<file path="config.mk">
export PLATFORM = sky130hd
export DESIGN_NAME = triangle_dof_index_map_core
export DESIGN_NICKNAME = d
export VERILOG_FILES = /design/src/rtl/core/tdim_pkg.sv /design/src/rtl/core/tdim_front.sv /design/src/rtl/core/tdim_queue.sv /design/src/rtl/core/tdim_back.sv /design/src/rtl/core/triangle_dof_index_map_core.sv
export SDC_FILE = /design/constraint.sdc
export NUM_CORES = 2
export LEC_CHECK = 0
export BUFFER_PORTS_ARGS = -buffer_cell sky130_fd_sc_hd__buf_2
export CORE_MARGIN = 8
export CORE_UTILIZATION = 57
export DETAILED_ROUTE_END_ITERATION = 12
export PLACE_DENSITY = 0.86
export SLEW_MARGIN = 20
export SYNTH_ARGS = -nofsm -noshare
export SYNTH_HDL_FRONTEND = slang
export SYNTH_HIERARCHICAL = 1
export SYNTH_SLANG_ARGS = --single-unit
</file>
<file path="constraint.sdc">
create_clock -name clk -period 11.32 [get_ports clk]
set_input_delay 0.566 -clock clk [delete_from_list [all_inputs] [get_ports clk]]
set_output_delay 0.566 -clock clk [all_outputs]
set_load 0.05 [all_outputs]
</file>
<file path="src/rtl/core/tdim_pkg.sv">
`default_nettype none

package tdim_pkg;

  // Default mesh size limits
  localparam int unsigned MAX_NODES_DEF = 32'd65536;
  localparam int unsigned MAX_EDGES_DEF = 32'd131072;
  localparam int unsigned MAX_CELLS_DEF = 32'd131072;

  // Register map
  localparam int unsigned CFG_INDEX_W = 3;
  localparam int unsigned CFG_DATA_W  = 18;

  localparam logic [CFG_INDEX_W-1:0] CFG_DOFS_PER_VERTEX = 3'd0;
  localparam logic [CFG_INDEX_W-1:0] CFG_DOFS_PER_EDGE   = 3'd1;
  localparam logic [CFG_INDEX_W-1:0] CFG_DOFS_INSIDE     = 3'd2;
  localparam logic [CFG_INDEX_W-1:0] CFG_COMPONENTS      = 3'd3;
  localparam logic [CFG_INDEX_W-1:0] CFG_NODE_COUNT      = 3'd4;
  localparam logic [CFG_INDEX_W-1:0] CFG_EDGE_COUNT      = 3'd5;
  localparam logic [CFG_INDEX_W-1:0] CFG_VECTOR_MODE     = 3'd6;

  // Count limits
  localparam logic [2:0] NV_MAX = 3'd6;
  localparam logic [3:0] NE_MAX = 4'd8;
  localparam logic [3:0] NI_MAX = 4'd10;

  // Front/back queue
  localparam int unsigned QUEUE_DEPTH = 4;

  typedef struct packed {
    logic [16:0] cell_number;
    logic [15:0] vertex_a;
    logic [15:0] vertex_b;
    logic [15:0] vertex_c;
    logic [16:0] side_a;
    logic [16:0] side_b;
    logic [16:0] side_c;
    logic [15:0] side_a_start;
    logic [15:0] side_b_start;
    logic [15:0] side_c_start;
  } in_item_t;

  typedef struct packed {
    logic [5:0]  local_slot;
    logic [21:0] global_dof;
    logic        negative_sign;
    logic [2:0]  reversed_mask;
    logic        last_slot;
  } out_item_t;

  // Effective (clamped) configuration
  typedef struct packed {
    logic [2:0]  nv;
    logic [3:0]  ne;
    logic [3:0]  ni;
    logic [1:0]  nc;
    logic [3:0]  groups;
    logic [16:0] nodes;
    logic [17:0] edges;
    logic        vector_mode;
  } cfg_t;

  // One classified triangle, ready for the sequencer
  typedef struct packed {
    logic [2:0][18:0] vbase;
    logic [2:0][21:0] ebase;
    logic [21:0]      ibase;
    logic [2:0]       mask;
  } entry_t;

endpackage

`default_nettype wire

</file>
<file path="src/rtl/core/tdim_front.sv">
`default_nettype none

module tdim_front #(
  parameter int unsigned MAX_CELLS = tdim_pkg::MAX_CELLS_DEF
) (
  input  wire logic              clk,
  input  wire logic              rst,
  input  wire tdim_pkg::cfg_t    cfg,
  input  wire logic              item_valid,
  output logic                   item_stall,
  input  wire tdim_pkg::in_item_t item,
  output logic                   push,
  output tdim_pkg::entry_t       push_data,
  input  wire logic              queue_full
);

  localparam logic [31:0] CELL_LIMIT = 32'(MAX_CELLS - 1);

  // stage 1: products and reversal flags
  logic              s1_valid;
  logic [2:0][18:0]  vprod;
  logic [2:0][20:0]  sprod;
  logic [20:0]       cprod;
  logic [19:0]       eoff;
  logic [21:0]       eprod;
  logic [2:0]        mask;

  // stage 2: bases
  logic              s2_valid;
  tdim_pkg::entry_t  s2;

  logic        s1_take;
  logic        s2_take;
  logic [16:0] cell_idx;
  logic [2:0]  mask_in;

  assign s2_take    = !s2_valid || !queue_full;
  assign s1_take    = !s1_valid || s2_take;
  assign item_stall = !s1_take;
  assign push       = s2_valid && !queue_full;
  assign push_data  = s2;

  always_comb begin
    cell_idx = ({15'd0, item.cell_number} > CELL_LIMIT) ? CELL_LIMIT[16:0] : item.cell_number;
    mask_in[0] = item.side_a_start != item.vertex_a;
    mask_in[1] = item.side_b_start != item.vertex_b;
    mask_in[2] = item.side_c_start != item.vertex_c;
  end

  always_ff @(posedge clk) begin
    if (rst) begin
      s1_valid <= 1'b0;
      s2_valid <= 1'b0;
    end else begin
      if (s1_take) begin
        s1_valid <= item_valid;
      end
      if (s2_take) begin
        s2_valid <= s1_valid;
      end
    end
    if (s1_take && item_valid) begin
      vprod[0] <= 19'(item.vertex_a) * 19'(cfg.nv);
      vprod[1] <= 19'(item.vertex_b) * 19'(cfg.nv);
      vprod[2] <= 19'(item.vertex_c) * 19'(cfg.nv);
      sprod[0] <= 21'(item.side_a) * 21'(cfg.ne);
      sprod[1] <= 21'(item.side_b) * 21'(cfg.ne);
      sprod[2] <= 21'(item.side_c) * 21'(cfg.ne);
      cprod    <= 21'(cell_idx) * 21'(cfg.ni);
      eoff     <= 20'(cfg.nodes) * 20'(cfg.nv);
      eprod    <= 22'(cfg.edges) * 22'(cfg.ne);
      mask     <= mask_in;
    end
    if (s2_take && s1_valid) begin
      s2.vbase    <= vprod;
      s2.ebase[0] <= 22'(eoff) + 22'(sprod[0]);
      s2.ebase[1] <= 22'(eoff) + 22'(sprod[1]);
      s2.ebase[2] <= 22'(eoff) + 22'(sprod[2]);
      s2.ibase    <= 22'(eoff) + eprod + 22'(cprod);
      s2.mask     <= mask;
    end
  end

endmodule

`default_nettype wire

</file>
<file path="src/rtl/core/tdim_queue.sv">
`default_nettype none

module tdim_queue (
  input  wire logic             clk,
  input  wire logic             rst,
  input  wire logic             push,
  input  wire tdim_pkg::entry_t push_data,
  output logic                  full,
  input  wire logic             pop,
  output logic                  not_empty,
  output tdim_pkg::entry_t      head
);

  localparam int unsigned AW = $clog2(tdim_pkg::QUEUE_DEPTH);

  tdim_pkg::entry_t slots [tdim_pkg::QUEUE_DEPTH];
  logic [AW-1:0]    wr_ptr;
  logic [AW-1:0]    rd_ptr;
  logic [AW:0]      count;

  assign full      = count == (AW+1)'(tdim_pkg::QUEUE_DEPTH);
  assign not_empty = count != '0;
  assign head      = slots[rd_ptr];

  always_ff @(posedge clk) begin
    if (rst) begin
      wr_ptr <= '0;
      rd_ptr <= '0;
      count  <= '0;
    end else begin
      if (push) begin
        wr_ptr <= wr_ptr + 1'b1;
      end
      if (pop) begin
        rd_ptr <= rd_ptr + 1'b1;
      end
      if (push && !pop) begin
        count <= count + 1'b1;
      end else if (pop && !push) begin
        count <= count - 1'b1;
      end
    end
    if (push) begin
      slots[wr_ptr] <= push_data;
    end
  end

endmodule

`default_nettype wire

</file>
<file path="src/rtl/core/tdim_back.sv">
`default_nettype none

module tdim_back (
  input  wire logic              clk,
  input  wire logic              rst,
  input  wire tdim_pkg::cfg_t    cfg,
  input  wire logic              queue_valid,
  input  wire tdim_pkg::entry_t  head,
  output logic                   pop,
  output logic                   result_valid,
  input  wire logic              result_stall,
  output tdim_pkg::out_item_t    result
);

  typedef enum logic [1:0] {
    PH_VERT,
    PH_EDGE,
    PH_INNER
  } phase_t;

  logic             active;
  phase_t           phase;
  logic [1:0]       grp;
  logic [3:0]       j;
  logic [5:0]       slot;
  tdim_pkg::entry_t cur;

  logic        emit;
  logic        is_last;
  logic        rev;
  logic [3:0]  pos;
  logic [3:0]  half;
  logic [18:0] vbase;
  logic [21:0] ebase;
  logic [21:0] gdof;
  logic        has_any;
  phase_t      start_phase;

  assign emit = active && (!result_valid || !result_stall);

  always_comb begin
    case (grp)
      2'd0:    begin vbase = cur.vbase[0]; ebase = cur.ebase[0]; rev = cur.mask[0]; end
      2'd1:    begin vbase = cur.vbase[1]; ebase = cur.ebase[1]; rev = cur.mask[1]; end
      default: begin vbase = cur.vbase[2]; ebase = cur.ebase[2]; rev = cur.mask[2]; end
    endcase

    // mirrored position inside a reversed edge, groups of nc kept intact
    half = {1'b0, j[3:1]};
    pos  = j;
    if (rev) begin
      if (cfg.nc != 2'd2) begin
        pos = cfg.ne - 4'd1 - j;
      end else if (half < cfg.groups) begin
        pos = {cfg.groups[2:0] - 3'd1 - half[2:0], j[0]};
      end
    end

    case (phase)
      PH_VERT: begin
        gdof    = 22'(vbase) + 22'(j);
        is_last = grp == 2'd2 && j == 4'(cfg.nv) - 4'd1 && cfg.ne == '0 && cfg.ni == '0;
      end
      PH_EDGE: begin
        gdof    = ebase + 22'(pos);
        is_last = grp == 2'd2 && j == cfg.ne - 4'd1 && cfg.ni == '0;
      end
      default: begin
        gdof    = cur.ibase + 22'(j);
        is_last = j == cfg.ni - 4'd1;
      end
    endcase

    has_any = cfg.nv != '0 || cfg.ne != '0 || cfg.ni != '0;
    if (cfg.nv != '0) begin
      start_phase = PH_VERT;
    end else if (cfg.ne != '0) begin
      start_phase = PH_EDGE;
    end else begin
      start_phase = PH_INNER;
    end

    pop = queue_valid && (!active || (emit && is_last));
  end

  always_ff @(posedge clk) begin
    if (rst) begin
      active       <= 1'b0;
      phase        <= PH_VERT;
      grp          <= '0;
      j            <= '0;
      slot         <= '0;
      result_valid <= 1'b0;
    end else begin
      if (emit) begin
        result_valid <= 1'b1;
      end else if (!result_stall) begin
        result_valid <= 1'b0;
      end

      if (pop) begin
        active <= has_any;
        phase  <= start_phase;
        grp    <= '0;
        j      <= '0;
        slot   <= '0;
      end else if (emit) begin
        if (is_last) begin
          active <= 1'b0;
        end
        slot <= slot + 6'd1;
        case (phase)
          PH_VERT: begin
            if (j != 4'(cfg.nv) - 4'd1) begin
              j <= j + 4'd1;
            end else if (grp != 2'd2) begin
              grp <= grp + 2'd1;
              j   <= '0;
            end else begin
              grp   <= '0;
              j     <= '0;
              phase <= (cfg.ne != '0) ? PH_EDGE : PH_INNER;
            end
          end
          PH_EDGE: begin
            if (j != cfg.ne - 4'd1) begin
              j <= j + 4'd1;
            end else if (grp != 2'd2) begin
              grp <= grp + 2'd1;
              j   <= '0;
            end else begin
              grp   <= '0;
              j     <= '0;
              phase <= PH_INNER;
            end
          end
          default: begin
            j <= j + 4'd1;
          end
        endcase
      end
    end

    if (pop) begin
      cur <= head;
    end
    if (emit) begin
      result.local_slot    <= slot;
      result.global_dof    <= gdof;
      result.negative_sign <= phase == PH_EDGE && rev && cfg.vector_mode;
      result.reversed_mask <= cur.mask;
      result.last_slot     <= is_last;
    end
  end

endmodule

`default_nettype wire

</file>
<file path="src/rtl/core/triangle_dof_index_map_core.sv">
`default_nettype none

// Triangle local-to-global DOF map.
// item channel: one triangle per beat (valid/stall); the front stage computes
//   reversed-edge flags and the per-vertex, per-edge and interior base indices.
// result channel: one beat per local DOF, vertex DOFs first, then the edge DOFs
//   of local edges 0..2 (mirrored in component groups on reversed edges), then
//   interior DOFs; last_slot marks the final beat of a triangle.
// cfg port: cfg_we/cfg_index/cfg_data write one register per cycle; write only
//   while no triangle is in flight.
// Path: the first result beat of a triangle follows its item beat through the
//   two front stages, the queue, the sequencer and the output register.
// Output: 3*dofs_per_vertex + 3*dofs_per_edge + dofs_inside result beats per
//   triangle (clamped counts), one result per cycle from the back-end sequencer
//   while result_stall is low; a triangle with no DOFs is popped and gives no result.
// A 4-entry queue between front and back lets the front keep taking items
//   while the sequencer works; item_stall rises once the queue and both front
//   stages are full. result_stall holds the output register and the sequencer.
// Reset: clears all control state and loads the register reset values
//   (1, 0, 0, 1, 0, 0, 0).
module triangle_dof_index_map_core #(
  parameter int unsigned MAX_NODES = tdim_pkg::MAX_NODES_DEF,
  parameter int unsigned MAX_EDGES = tdim_pkg::MAX_EDGES_DEF,
  parameter int unsigned MAX_CELLS = tdim_pkg::MAX_CELLS_DEF
) (
  input  wire logic                               clk,
  input  wire logic                               rst,
  input  wire logic                               item_valid,
  output logic                                    item_stall,
  input  wire tdim_pkg::in_item_t                 item,
  output logic                                    result_valid,
  input  wire logic                               result_stall,
  output tdim_pkg::out_item_t                     result,
  input  wire logic                               cfg_we,
  input  wire logic [tdim_pkg::CFG_INDEX_W-1:0]   cfg_index,
  input  wire logic [tdim_pkg::CFG_DATA_W-1:0]    cfg_data
);

  localparam logic [31:0] NODE_LIMIT = 32'(MAX_NODES);
  localparam logic [31:0] EDGE_LIMIT = 32'(MAX_EDGES);

  // raw registers
  logic [2:0]  dofs_per_vertex;
  logic [3:0]  dofs_per_edge;
  logic [3:0]  dofs_inside;
  logic [1:0]  components;
  logic [16:0] node_count;
  logic [17:0] edge_count;
  logic        vector_mode;

  tdim_pkg::cfg_t   cfg;
  logic             push;
  tdim_pkg::entry_t push_data;
  logic             queue_full;
  logic             queue_valid;
  logic             pop;
  tdim_pkg::entry_t head;

  always_ff @(posedge clk) begin
    if (rst) begin
      dofs_per_vertex <= 3'd1;
      dofs_per_edge   <= 4'd0;
      dofs_inside     <= 4'd0;
      components      <= 2'd1;
      node_count      <= '0;
      edge_count      <= '0;
      vector_mode     <= 1'b0;
    end else if (cfg_we) begin
      case (cfg_index)
        tdim_pkg::CFG_DOFS_PER_VERTEX: dofs_per_vertex <= cfg_data[2:0];
        tdim_pkg::CFG_DOFS_PER_EDGE:   dofs_per_edge   <= cfg_data[3:0];
        tdim_pkg::CFG_DOFS_INSIDE:     dofs_inside     <= cfg_data[3:0];
        tdim_pkg::CFG_COMPONENTS:      components      <= cfg_data[1:0];
        tdim_pkg::CFG_NODE_COUNT:      node_count      <= cfg_data[16:0];
        tdim_pkg::CFG_EDGE_COUNT:      edge_count      <= cfg_data[17:0];
        tdim_pkg::CFG_VECTOR_MODE:     vector_mode     <= cfg_data[0];
        default: ;
      endcase
    end
  end

  // clamp counts to their supported ranges
  always_comb begin
    cfg.nv = (dofs_per_vertex > tdim_pkg::NV_MAX) ? tdim_pkg::NV_MAX : dofs_per_vertex;
    cfg.ne = (dofs_per_edge > tdim_pkg::NE_MAX) ? tdim_pkg::NE_MAX : dofs_per_edge;
    cfg.ni = (dofs_inside > tdim_pkg::NI_MAX) ? tdim_pkg::NI_MAX : dofs_inside;
    case (components)
      2'd2, 2'd3: cfg.nc = 2'd2;
      default:    cfg.nc = 2'd1;
    endcase
    // whole groups of components on one edge
    cfg.groups = (cfg.nc == 2'd2) ? {1'b0, cfg.ne[3:1]} : cfg.ne;
    cfg.nodes  = ({15'd0, node_count} > NODE_LIMIT) ? NODE_LIMIT[16:0] : node_count;
    cfg.edges  = ({14'd0, edge_count} > EDGE_LIMIT) ? EDGE_LIMIT[17:0] : edge_count;
    cfg.vector_mode = vector_mode;
  end

  tdim_front #(
    .MAX_CELLS(MAX_CELLS)
  ) u_front (
    .clk        (clk),
    .rst        (rst),
    .cfg        (cfg),
    .item_valid (item_valid),
    .item_stall (item_stall),
    .item       (item),
    .push       (push),
    .push_data  (push_data),
    .queue_full (queue_full)
  );

  tdim_queue u_queue (
    .clk       (clk),
    .rst       (rst),
    .push      (push),
    .push_data (push_data),
    .full      (queue_full),
    .pop       (pop),
    .not_empty (queue_valid),
    .head      (head)
  );

  tdim_back u_back (
    .clk          (clk),
    .rst          (rst),
    .cfg          (cfg),
    .queue_valid  (queue_valid),
    .head         (head),
    .pop          (pop),
    .result_valid (result_valid),
    .result_stall (result_stall),
    .result       (result)
  );

endmodule

`default_nettype wire

</file>
# Yosys cells after proc, flatten, opt, wreduce, memory -nomap -nowiden

Memory sizes are Yosys's and may differ from the RTL's. A register that Yosys moved wholly into a read port is not among the register bits.
Index checks and enable logic that the tools add are counted.
W data, S select, Z words.

Add/subtract/negate cells: 21
$mul: 9
Magnitude comparators: 6
Eq/ne operators: 30
Mux-type cells: 40
Reductions and logical operators: 56

Operators by type and width:

| kind                   | count |
|---|---|
| $pmux W22 S2           | 2 |
| $mul A17 B4 Y21        | 4 |
| $add A20 B21 Y22       | 3 |
| $mul A16 B3 Y19        | 3 |
| $ne A16 B16 Y1         | 3 |
| $add A22 B4 Y22        | 2 |
| $pmux W19 S2           | 1 |
| $mux W4                | 8 |
| $mux W2                | 12 |
| $add A20 B22 Y22       | 1 |
| $add A22 B21 Y22       | 1 |
| $mul A18 B4 Y22        | 1 |
| $add A19 B4 Y20        | 1 |
| $mul A17 B3 Y20        | 1 |
| $gt A18 B18 Y1 const B | 1 |
| $mux W18               | 1 |
| $gt A17 B17 Y1 const B | 1 |
| $mux W17               | 1 |
| $reduce_and A2 Y1      | 8 |
| $logic_and A1 B1 Y1    | 15 |
| $eq A3 B3 Y1 const B   | 4 |
| $eq A4 B4 Y1           | 3 |
| $ne A3 B3 Y1 const B   | 4 |
| $logic_not A1 Y1       | 9 |
| 34 further kinds       | 72 |

Bits in registers: 441
RAM bits: 592
Output and inout bits: 35
Word-level logic and storage cells: 204
Memories: 1

Memory list:

| memory        | depth | width | rd ports | clocked after memory_dff | wr ports | RTL line         | RTL |
|---|---|---|---|---|---|---|---|
| u_queue.slots | 4     | 148   | 1        | 1                        | 1        | tdim_queue.sv:16 | `tdim_pkg::entry_t slots [tdim_pkg::QUEUE_DEPTH];` |

# Depth between registers and ports, before layout

Depth after elaboration: 14
Depth in mapped cells: 18
Gate-level depth less buffers: 18

# Modules after synthesis

The synthesis kept the hierarchy.

By module, submodules not included:

| module                      | times used | cells an instance | area each (sq um) | sequential area each (sq um) |
|---|---|---|---|---|
| tdim_front                  | 1          | 3,239             | 31,183.7          | 10,069.7 |
| tdim_queue                  | 1          | 817               | 21,904.8          | 17,957.2 |
| tdim_back                   | 1          | 719               | 9,494.1           | 5,755.5 |
| triangle_dof_index_map_core | 1          | 265               | 2,237.1           | 960.9 |

# Least setup slack after synthesis

No wires, ideal clock.

Kind: reg2reg
Start point: reg u_queue.count[0]
End point: reg u_front.s2 (netlist bit u_front/push_data[0]) (enable)
Setup time: 0.882 ns
Data arrival time: 11.176 ns
Required time: 10.438 ns
Slack: -0.738 ns
Cell stages (with the launch flop): 3
Path buffers: 0
Clock period less this slack: 12.058 ns
Cells stage by stage: dfxtp_1 -> nor3b_1 -> a21boi_0

Cells in the longest elaborated chain, start to end: 4

Ends and longest elaborated chain:

| what                   | RTL line                          | RTL |
|---|---|---|
| start, declared        | tdim_queue.sv:19                  | `logic [AW:0] count;` |
| start signal, assigned | tdim_queue.sv:38                  | `count <= count + 1'b1;` |
| start signal, assigned | tdim_queue.sv:40                  | `count <= count - 1'b1;` |
| $eq A3 B3 Y1           | tdim_queue.sv:21                  | `assign full = count == (AW+1)'(tdim_pkg::QUEUE_DEPTH);` |
| net queue_full         | triangle_dof_index_map_core.sv:54 | `logic queue_full;` |
| $logic_not A1 Y1       | tdim_front.sv:37                  | `assign s2_take = !s2_valid \|\| !queue_full;` |
| $logic_or A1 B1 Y1     | tdim_front.sv:37                  |  |
| $logic_and A1 B1 Y1    | tdim_front.sv:74                  | `if (s2_take && s1_valid) begin` |
| end, declared          | tdim_front.sv:30                  | `tdim_pkg::entry_t s2;` |

The timed path passes the listed nets, and every way through them passes these cells.
A chain may end at the register's enable or synchronous reset.

==> impl_results.md <==
- Clock Sinks: 1182
- Post-CTS sizing: 0
- Synth cell count leaders: edfxtp_1, inv_1, nand2_1, ha_1, and2_1
- CTS tree: done
- Antenna violations before repair: 13
- Syn Inst Count: 5040
- Upper clock frequency limit: 165 MHz
- Overall power: 12.4 mW
- Worst vdd ir: approximately 0.32 mV
- Final setup fails: 0
- Count of flip-flops with a built-in enable after synthesis: 1107
- Startpoint Class: register
- Io pins: 225
- Max stage delay on crit path: 670 ps
- Fin. Hold Viols: 0
- Synth Cell Area: 64800 um2
- CP Max Fanout: a little under 80
- RSZ-0062 raised after global routing: no
- CTS Root Cell: clkbuf_16
- Total grt overflow: 0
- Initial Util: 57.5%
- Antenna Nets Post-Route: 0
- Die height: 353 um
- Static Leakage: 27.9 nW
- Placement Setup Slack: 5810 ps
- Post-CTS Setup Repair Bufs: 0
- CP required: around 12000 ps
- Worst-Margin Slew: 1190 ps
- Nets: 5997
- Crit path top cell by count: a21oi_1
- Internal cell power: 8.62 mW
- Hold Crit Class: in -> reg
- Min Tclk post-route: 6050 ps
- Top post-synthesis cells by area: edfxtp_1, fa_1, ha_1
- Synth async-reset ratio: 0%
- DRT iter0 DRCs: ~5200
- Pwr dens: around 170 nW/um2
- Number of synthesized register bits: 1182
- Area Overhead vs Synth: 9.54%
- WP buf/inv: 3
- Synthesis Warnings: 6
- Port bufs: 224
- Hold WS: 98.6 ps
- Final Cycle Share: between 50% and 60%
- Total Routing Usage GR: 25.9%
- Largest net degree at the start of global routing: 156
- Row cnt: 123
- Worst EP arrival: 6470 ps
- DR vias: 42300
- Fin worst setup slack: 5270 ps
- Cts hold-fix bufs: 0
- Area of the core: 113000 um2
- Average size of a mapped cell: 12.9 um2
- Sequential share of power: 46.9%
- Synth area leader: edfxtp_1
- Util after Layout: 63.0%
- Average wire per standard cell: approximately 24 um
- Comb pwr share: around 22%
- Post-DP HPWL: between 100 and 150 mm
- Synth top area share: 51.3%
- Final GP Congestion: 0.923
- Ys flop type: edfxtp_1
- Unique masters post-synth: between 90 and 100
- Slowest-stage cell, CP: buf_4
- Max clock buf depth: 3
- Switching Fraction: 30.5%
- Worst path cell trace: buf_4 > nor2b_4 > buf_4 > mux2_2 > ha_1 > inv_1 > fa_1 > a21oi_1 > nor2_1 > a21boi_0 > nor2_1 > a21oi_1 > ha_1 > a21oi_1 > o21ai_0 > nor4b_4 > nand4_4 > nor4_4 > xor2_1 > o221ai_1
- Run status: finished, final reports clean
- Via density per instance: ~6.2
- Family with the most delay on the worst path: compound AO/OA/AOI/OAI gates
- Crit Path Category: reg -> reg
- Clk_skew: 44.5 ps
- Normalized max-slew margin: between 20% and 30%
- Initial DRT Pass Iterations: 12
- Most frequent cell after synthesis: edfxtp_1
- Syn nets: 5783
- H-tree levels: 3
- Max-Cap Viols: 0
- First-pass GRT wire length: 251 mm
- Crit path capture type: register
- Die Wd: 353 um
- Net Switching: 3.79 mW
- Max-slew violations: 0
- Ratio of cells with drive above 1 in the final layout: roughly an eighth
- Clock power frac: 30.9%
- Drt drc: 0
- Worst-Skew Late Latency: 730 ps
- Number of global-route vias before repair: 42400
- Reg clk slew, reported paths: 60 ps
- Setup TNS: 0 ps
- TritonCTS Buffers: approximately 110
- Register area share after synthesis: 53.6%
- Final wirelength: 167 mm
- Total die area: 125000 um2
==> worst register-to-register path, stage by stage (launching register included) <==
cell,delay [ps]
dfxtp_2,310
buf_4,350
nor2b_4,190
buf_4,670
mux2_2,320
ha_1,200
inv_1,100
fa_1,430
a21oi_1,280
nor2_1,150
a21boi_0,450
nor2_1,80
a21oi_1,320
ha_1,200
a21oi_1,90
o21ai_0,410
nor4b_4,510
nand4_4,200
nor4_4,210
xor2_1,180
o221ai_1,140
==> sequential cells by signal (all words and copies together) (netlist names), 6 cells and up, named ones only <==
signal,cells
u_queue/slots,592
u_back/cur,148
u_front/push_data,148
u_front/sprod,63
u_front/vprod,57
u_back/result,33
u_front/eprod,22
u_front/cprod,21
u_front/eoff,20
edge_count,18
node_count,17
u_back/slot,6
==> cell families (layout without fill, tap and decap cells) <==
logic type                 after synthesis  in the layout  share of synthesized area [%]
AOI/OAI and AO/OA                      721            721                           7.17
xor gates and xnor gates               294            294                           3.97
adders and majority gates              553            553                           13.5
buffers and inverters                  687           1000                           4.57
DFF                                   1182           1182                           53.6
muxes                                  246            246                           6.72
other                                    0              4                              0
and+or+nand+nor                       1357           1357                           10.5
==> placed cells by master, fill, tap and decap left out, types with 21 or more instances in the layout <==
cell       synthesis  final
edfxtp_1        1107   1107
inv_1            531    531
nand2_1          505    505
ha_1             310    310
and2_1           275    271
fa_1             243    243
a21oi_1          225    225
buf_2             18    224
nor2_1           204    204
xnor2_1          160    160
mux4_2           148    148
o21ai_0          134    134
xor2_1           134    134
clkbuf_16          0    115
nor2b_1           83     78
a21o_1            74     74
dfxtp_1           75     69
mux2i_1           67     67
nand3_1           57     57
nor3_1            55     55
o21a_1            35     35
nand2b_1          34     34
a31oi_1           34     34
mux2_2            31     31
o21bai_1          29     29
a211oi_1          28     28
clkinv_1           0     25
buf_4              9     25
nor4_1            23     23
nand4_1           23     23
clkinv_2           1     22
and3_1            21     21
==> per-stage QoR <==
step	cells	instance area, um2
2_1_floorplan	5040	64800
5_1_grt	6854	71000
3_5_place_dp	6639	67200
6_report	6857	71000
4_1_cts	6853	71000
3_3_place_gp	6639	67200
==> cell type report <==
class                      count  area (um2)
timing repair buffer         253        1390
sequential                  1182       34800
inverter                     533        2000
tap                         1500        1880
multi-input combinational   3171       27200
antenna                        4        10.0
clock inverter                76         764
clock buffer                 138        3010
fill                        7925       41600
==> path summary, 6_finish.rpt <==
check / end / depth (start not counted) / slack [ps] / startpoint
worst max-delay path: u_back/result[22]$_DFFE_PP_ / 20 / 5270 / dofs_per_edge[3]$_SDFFE_PP0P_
worst min-delay path: edge_count[17]$_SDFFE_PP0P_ / 3 / 100 / cfg_data[17]
worst min register to register: u_front/push_data[0]$_DFFE_PP_ / 0 / 410 / u_front/mask[0]$_DFFE_PP_
worst max register to register: u_back/result[22]$_DFFE_PP_ / 20 / 5270 / dofs_per_edge[3]$_SDFFE_PP0P_
==> metal layers <==
layer | track usage (%) | vias up | part of all wire, %
li1 | - | 18400 | -
met1 | 33.3 | 20600 | 37
met4 | 10.7 | 8 | 5.0
met5 | 0 | - | 0.034
met2 | 43.2 | 2704 | 48
met3 | 5.07 | 616 | 10
==> power by group through the flow <==
stage / Combinational [mW] / Sequential (mW) / Clock, mW
floorplan: 1.84 / 5.92 / 0
global placement: 2.55 / 5.85 / 0
detailed placement: 2.63 / 5.88 / 0
CTS: 2.71 / 5.81 / 3.87
global route: 2.90 / 5.85 / 4.03
finish: 2.76 / 5.82 / 3.84
No activity file was read; power rests on OpenSTA's default activity.
